## config.mk

```make
export PLATFORM = sky130hd
export DESIGN_NAME = ttl_fifo_negative_cache
export DESIGN_NICKNAME = d
export VERILOG_FILES = /design/src/sv/tfnc_pkg.sv /design/src/sv/ttl_fifo_negative_cache.sv
export SDC_FILE = /design/constraint.sdc
export NUM_CORES = 2
export LEC_CHECK = 0
export BUFFER_PORTS_ARGS = -buffer_cell sky130_fd_sc_hd__clkbuf_2
export CORE_ASPECT_RATIO = 2
export CORE_MARGIN = 2
export CORE_UTILIZATION = 55
export DETAILED_ROUTE_END_ITERATION = 8
export PLACE_DENSITY_LB_ADDON = 0.25
export SYNTH_ARGS = -nofsm -noshare
export SYNTH_HDL_FRONTEND = slang
export SYNTH_SLANG_ARGS = --single-unit
```

## constraint.sdc

```tcl
create_clock -name clk -period 14 [get_ports clk]
set_input_delay 2.8 -clock clk [delete_from_list [all_inputs] [get_ports clk]]
set_output_delay 2.8 -clock clk [all_outputs]
set_load 0.05 [all_outputs]
```

## src/sv/tfnc_pkg.sv

```systemverilog
// Shared types and constants of the TTL negative cache.
// No dependencies.
`timescale 1ns / 1ps
`default_nettype none

package tfnc_pkg;

  localparam int OP_W       = 2;
  localparam int KEY_PORT_W = 64;
  localparam int TIME_W     = 32;
  localparam int TTL_W      = 31;

  localparam logic [TTL_W-1:0] TTL_RESET = 31'd1000;

  localparam logic [OP_W-1:0] OP_CHECK  = 2'd0;
  localparam logic [OP_W-1:0] OP_INSERT = 2'd1;
  localparam logic [OP_W-1:0] OP_CLEAR  = 2'd2;

  typedef enum logic [1:0] {
    ST_IDLE,
    ST_SCAN,
    ST_RESP
  } state_t;

endpackage

`default_nettype wire

```

## src/sv/ttl_fifo_negative_cache.sv

```systemverilog
// Check: the entry memory is scanned at one read per cycle until the first valid key match
// or the last entry, then the result register loads (it waits while an earlier result stalls).
// Insert, clear, disabled and unused items skip the scan. One item in flight at a time; the next
// item is accepted the cycle after the result loads.
// Reset (rst_n, synchronous, active low): all entries invalid, pointer 0, ttl 1000.
// Entry keys and stamps live in one memory and are not cleared.
`timescale 1ns / 1ps
`default_nettype none

module ttl_fifo_negative_cache #(
  parameter int ENTRIES   = 32,
  parameter int KEY_WIDTH = 64
) (
  input  wire                              clk,
  input  wire                              rst_n,
  input  wire                              in_valid,
  output logic                             in_ready,
  input  wire  [tfnc_pkg::OP_W-1:0]        in_operation,
  input  wire  [tfnc_pkg::KEY_PORT_W-1:0]  in_key,
  input  wire  [tfnc_pkg::TIME_W-1:0]      in_now_ms,
  input  wire                              in_clock_ok,
  input  wire                              in_key_too_long,
  output logic                             out_valid,
  input  wire                              out_ready,
  output logic                             out_hit,
  input  wire                              cfg_valid,
  output logic                             cfg_ready,
  input  wire  [tfnc_pkg::TTL_W-1:0]       cfg_ttl_ms
);
  import tfnc_pkg::*;

  localparam int AW = $clog2(ENTRIES);
  localparam int MW = KEY_WIDTH + TIME_W;
  localparam logic [AW-1:0] LAST_IDX = AW'(ENTRIES - 1);

  state_t              state_r, state_nxt;
  logic [TTL_W-1:0]    ttl_r;
  logic [AW-1:0]       ptr_r;
  logic [ENTRIES-1:0]  valid_r;
  logic [AW-1:0]       scan_addr_r;
  logic                issue_done_r;
  logic                cmp_vld_r;
  logic [AW-1:0]       cmp_idx_r;
  logic [KEY_WIDTH-1:0] key_r;
  logic [TIME_W-1:0]   now_r;
  logic                hit_r;
  logic                out_valid_r;
  logic                out_hit_r;

  logic [MW-1:0]       mem [ENTRIES];
  logic [MW-1:0]       rd_data_r;

  logic                accept;
  logic                is_check, is_insert, is_clear;
  logic                chk_active, ins_active;
  logic [KEY_WIDTH-1:0] rd_key;
  logic [TIME_W-1:0]   rd_stamp;
  logic [TIME_W-1:0]   age;
  logic                match, fresh, scan_end, out_load;
  logic [AW-1:0]       ptr_next;

  assign accept     = in_valid && in_ready;
  assign is_check   = (in_operation == OP_CHECK);
  assign is_insert  = (in_operation == OP_INSERT);
  assign is_clear   = (in_operation == OP_CLEAR);
  assign chk_active = (ttl_r != '0) && in_clock_ok && !in_key_too_long;
  assign ins_active = (ttl_r != '0) && !in_key_too_long;
  assign ptr_next   = (ptr_r == LAST_IDX) ? '0 : ptr_r + AW'(1);

  assign rd_key   = rd_data_r[MW-1:TIME_W];
  assign rd_stamp = rd_data_r[TIME_W-1:0];
  assign age      = now_r - rd_stamp;
  assign fresh    = (age <= {1'b0, ttl_r});
  // first valid match ends the scan, whether fresh or stale
  assign match    = cmp_vld_r && valid_r[cmp_idx_r] && (rd_key == key_r);
  assign scan_end = match || (cmp_vld_r && (cmp_idx_r == LAST_IDX));
  assign out_load = (state_r == ST_RESP) && (!out_valid_r || out_ready);

  // next state
  always_comb begin
    state_nxt = state_r;
    case (state_r)
      ST_IDLE: begin
        if (accept) begin
          state_nxt = (is_check && chk_active) ? ST_SCAN : ST_RESP;
        end
      end
      ST_SCAN: begin
        if (scan_end) state_nxt = ST_RESP;
      end
      ST_RESP: begin
        if (out_load) state_nxt = ST_IDLE;
      end
      default: state_nxt = ST_IDLE;
    endcase
  end

  // outputs
  always_comb begin
    in_ready  = (state_r == ST_IDLE);
    cfg_ready = 1'b1;
    out_valid = out_valid_r;
    out_hit   = out_hit_r;
  end

  always_ff @(posedge clk) begin
    if (!rst_n) begin
      state_r      <= ST_IDLE;
      ttl_r        <= TTL_RESET;
      ptr_r        <= '0;
      valid_r      <= '0;
      scan_addr_r  <= '0;
      issue_done_r <= 1'b0;
      cmp_vld_r    <= 1'b0;
      out_valid_r  <= 1'b0;
    end else begin
      state_r <= state_nxt;
      if (cfg_valid && cfg_ready) ttl_r <= cfg_ttl_ms;

      if (accept) begin
        scan_addr_r  <= '0;
        issue_done_r <= 1'b0;
        if (is_insert && ins_active) begin
          valid_r[ptr_r] <= in_clock_ok;
          ptr_r          <= ptr_next;
        end else if (is_clear) begin
          valid_r <= '0;
          ptr_r   <= '0;
        end
      end

      if (state_r == ST_SCAN) begin
        cmp_vld_r <= !issue_done_r && !scan_end;
        if (!issue_done_r) begin
          if (scan_addr_r == LAST_IDX) issue_done_r <= 1'b1;
          else scan_addr_r <= scan_addr_r + AW'(1);
        end
        if (match && !fresh) valid_r[cmp_idx_r] <= 1'b0;
      end else begin
        cmp_vld_r <= 1'b0;
      end

      if (out_load) out_valid_r <= 1'b1;
      else if (out_ready) out_valid_r <= 1'b0;
    end
  end

  // payload registers
  always_ff @(posedge clk) begin
    cmp_idx_r <= scan_addr_r;
    if (accept) begin
      key_r <= in_key[KEY_WIDTH-1:0];
      now_r <= in_now_ms;
      hit_r <= 1'b0;
    end else if (state_r == ST_SCAN && match) begin
      hit_r <= fresh;
    end
    if (out_load) out_hit_r <= hit_r;
  end

  // entry memory: key and stamp per entry, one write and one read port
  always_ff @(posedge clk) begin
    if (accept && is_insert && ins_active) begin
      mem[ptr_r] <= {in_key[KEY_WIDTH-1:0], in_now_ms};
    end
    rd_data_r <= mem[scan_addr_r];
  end

endmodule

`default_nettype wire

```

==> results.yml <==
cells_and_area:
  final_cells: 9094
  fin_area_mm2: 0.142
  drive_above_1_share_pct: 29.1
  layout.nets: 6054
  num-fill-cells: 15639
  ff_latch_area_mm2: 0.0988
  multi_input_area_mm2: 0.0285
  final_util_pct: 61.4
  syn_to_final_growth_pct: 10.9
power:
  pwr-share-seq_pct: 56.5
  clkPwrFrac_pct: 41.1
  pwr-share-comb_pct: 2.4
  p_sw_mw: 3.88
  total_power_mw: 19.5
  vdd_ir_drop_max_mv: 0.0840
  switching_share_pct: 19.9
  p_int_mw: 15.6
  cellPowerDensity_mw_per_mm2: 137
  cellLeakagePower_nw: 43.2
global_routing:
  grtUsageTotal_pct: 27.4
  grt_antenna_before_repair: 17
  grt_pass1_wl_mm: 459
  grt_pass1_vias: 62226
  grt_overflow: 0
  grt_max_degree: 161
die:
  die_w_um: 346
  core_area_mm2: 0.232
  boundaryPins: 140
  chipHeight_um: 687
  dieArea_mm2: 0.238
  row_count: 250
  start_util_pct: 55.3
yosys:
  netlist_area_mm2: 0.128
  ys_seq_elements: 3349
  yosys.area.top_type: "edfxtp_1"
  ys.warnings.count: 0
  synth_common_cells: "3169 x edfxtp_1, 968 x mux4_2, 214 x clkbuf_1, 180 x dfxtp_1"
  syn_inst: 5592
  yosys_most_used_dff: "edfxtp_1"
  synth.area.top_cells: "edfxtp_1 74%, mux4_2 17%, dfxtp_1 2.8%"
  yosys.cell_types.count: 66
  synth_edf_count: 3169
  avgSynthCellArea_um2: 23.0
  seq_area_frac_synth_pct: 76.9
  yosysMostFrequentCell: "edfxtp_1"
  async_flop_share_pct: 0
  synth_fp_nets: 5798
  netlist.area_leader.share_pct: 74.1
routing:
  via_per_inst: 6.58
  first_pass_iters: 5
  drc: 0
  vias: 59871
  wl_mm: 321
  ant_nets: 0
  drtIter0Drc: 6843
  wl_per_cell_um: 35.3
sta:
  finClkSkew_ns: 0.0438
  setup_ws_ns: 7.00
  setup_violations: 0
  hold_violations: 0
  post-route-min-period_ns: 7.00
  rsz0062_at_grt: "false"
  post-route-period-util_pct: 50.0
  slew_headroom_pct: 8.40
  setup_tns_ns: 0
  fmax_ghz: 0.143
  tightest_slew_ns: 1.36
  drv_slew: 0
  whs_ns: 0.439
clocking:
  htreeDepth: 5
  cts_tree: "done"
  cts_buffers: 284
  post_cts_buffers: 0
  cts_root_buf: "clkbuf_16"
  cts_hold_buf: 0
  clk_path_buf_depth: 4
  clock_latency_ns: 0.87
  postCtsResizedCells: 0
  cts_sinks: 3349
  clk_pin_slew_ns: 0.07
setup_path:
  crit_path_start_kind: "primary input"
  arrival_ns: 7.44
  critPathKind: "in -> reg"
  max_stage_delay_ns: 1.11
  critPathTopFamily: "buffers and inverters"
  crit_fanout: 61
  path_cells: "clkbuf_2, nand2_1, inv_6, o2111a_1, nand2_1, nor2_4, buf_4, buf_4"
  critPathBufInv: 4
  critPathCaptureType: "register"
  required_ns: 14.45
  slowest_stage: "nor2_4"
hold_path:
  hold_path_class: "reg -> reg"
run:
  cap_violations: 0
place:
  dp_slack_ns: 6.09
  gp_congestion: 0.847
  portBuffers: 138
  dp_hpwl_mm: 180
  place_inst: 8586
  place_area_mm2: 0.133
status:
  outcome: "finished clean"
[area by class of cell]
class                      instances  share of cell area [%]
sequential                      3349                    69.4
timing repair buffer             246                    1.19
inverter                          96                   0.257
antenna                            7                  0.0123
tap                             3024                    2.66
clock inverter                   138                    1.04
clock buffer                     363                    5.47
multi-input combinational       1871                    20.0
[layout by cell type (no fill, tap or decap), drive strengths merged, types with 5 or more instances in the layout]
| cell type | instances |
|---|---|
| a211oi | 6 |
| a21boi | 6 |
| a21o | 16 |
| a21oi | 96 |
| a31oi | 11 |
| and2 | 6 |
| and3 | 10 |
| buf | 108 |
| bufinv | 28 |
| clkbuf | 501 |
| clkinv | 82 |
| clkinvlp | 14 |
| dfxtp | 180 |
| diode | 7 |
| edfxtp | 3169 |
| ha | 69 |
| inv | 110 |
| mux2 | 96 |
| mux2i | 29 |
| mux4 | 968 |
| nand2 | 77 |
| nand2b | 21 |
| nand3 | 19 |
| nand3b | 6 |
| nand4 | 26 |
| nor2 | 65 |
| nor2b | 39 |
| nor3 | 39 |
| nor4 | 22 |
| o211ai | 11 |
| o21ai | 87 |
| o21bai | 5 |
| o22ai | 6 |
| or3 | 5 |
| xnor2 | 73 |
| xor2 | 6 |
[per-layer routing]
metal	wire length [um]	share of wire [%]	global-route usage (%)
met1	111000	35	33.3
met2	173000	54	49.2
met3	20900	6.5	3.53
met4	15600	4.9	11.8
met5	73	0.023	0
[worst reg2reg max path, delay by kind of cell, from the launching register on]
| family | cells | cell delay [ns] |
|---|---|---|
| compound gates | 9 | 2.43 |
| xor+xnor | 1 | 0.34 |
| fa+ha+maj | 3 | 0.97 |
| buf+inv | 1 | 0.04 |
| flops | 1 | 0.33 |
| mux | 1 | 0.91 |
| simple gates | 4 | 0.48 |
[power groups by stage]
stage | Clock (mW) | Combinational (mW) | Sequential, mW
after floorplan | 0 | 0.207 | 11.2
after global placement | 0 | 0.458 | 11.2
after detailed placement | 0 | 0.475 | 11.2
after CTS | 8.10 | 0.476 | 11.0
after global routing | 8.44 | 0.510 | 11.0
final | 8.00 | 0.473 | 11.0
[final timing paths]
kind | startpoint | end | slack, ns | depth (start not counted)
max | in_valid | mem[24][26] | 7.00 | 8
min | hit_r | out_hit | 0.44 | 0
max reg2reg | now_r[0] | valid_r[10] | 8.31 | 19
min reg2reg | hit_r | out_hit | 0.44 | 0
[registers in the layout, indices dropped and copies added (netlist names)]
register / flops
mem: 3072
rd_data_r: 96
key_r: 64
now_r: 32
valid_r: 32
ttl_r: 31
cmp_idx_r: 5
ptr_r: 5
scan_addr_r: 5
state_r: 2
cmp_vld_r: 1
hit_r: 1
issue_done_r: 1
out_hit: 1
out_valid: 1
[logic make-up after synthesis]
logic type | share of synthesized area [%]
other | 0.00292
XOR/XNOR | 0.539
buffers and inverters | 1.11
multiplexers | 18.0
AO/OA/AOI/OAI | 1.33
flip-flops | 76.9
adder cells (fa/ha/maj) | 0.688
AND/OR/NAND/NOR | 1.37
No activity file was read; power rests on OpenSTA's default activity.
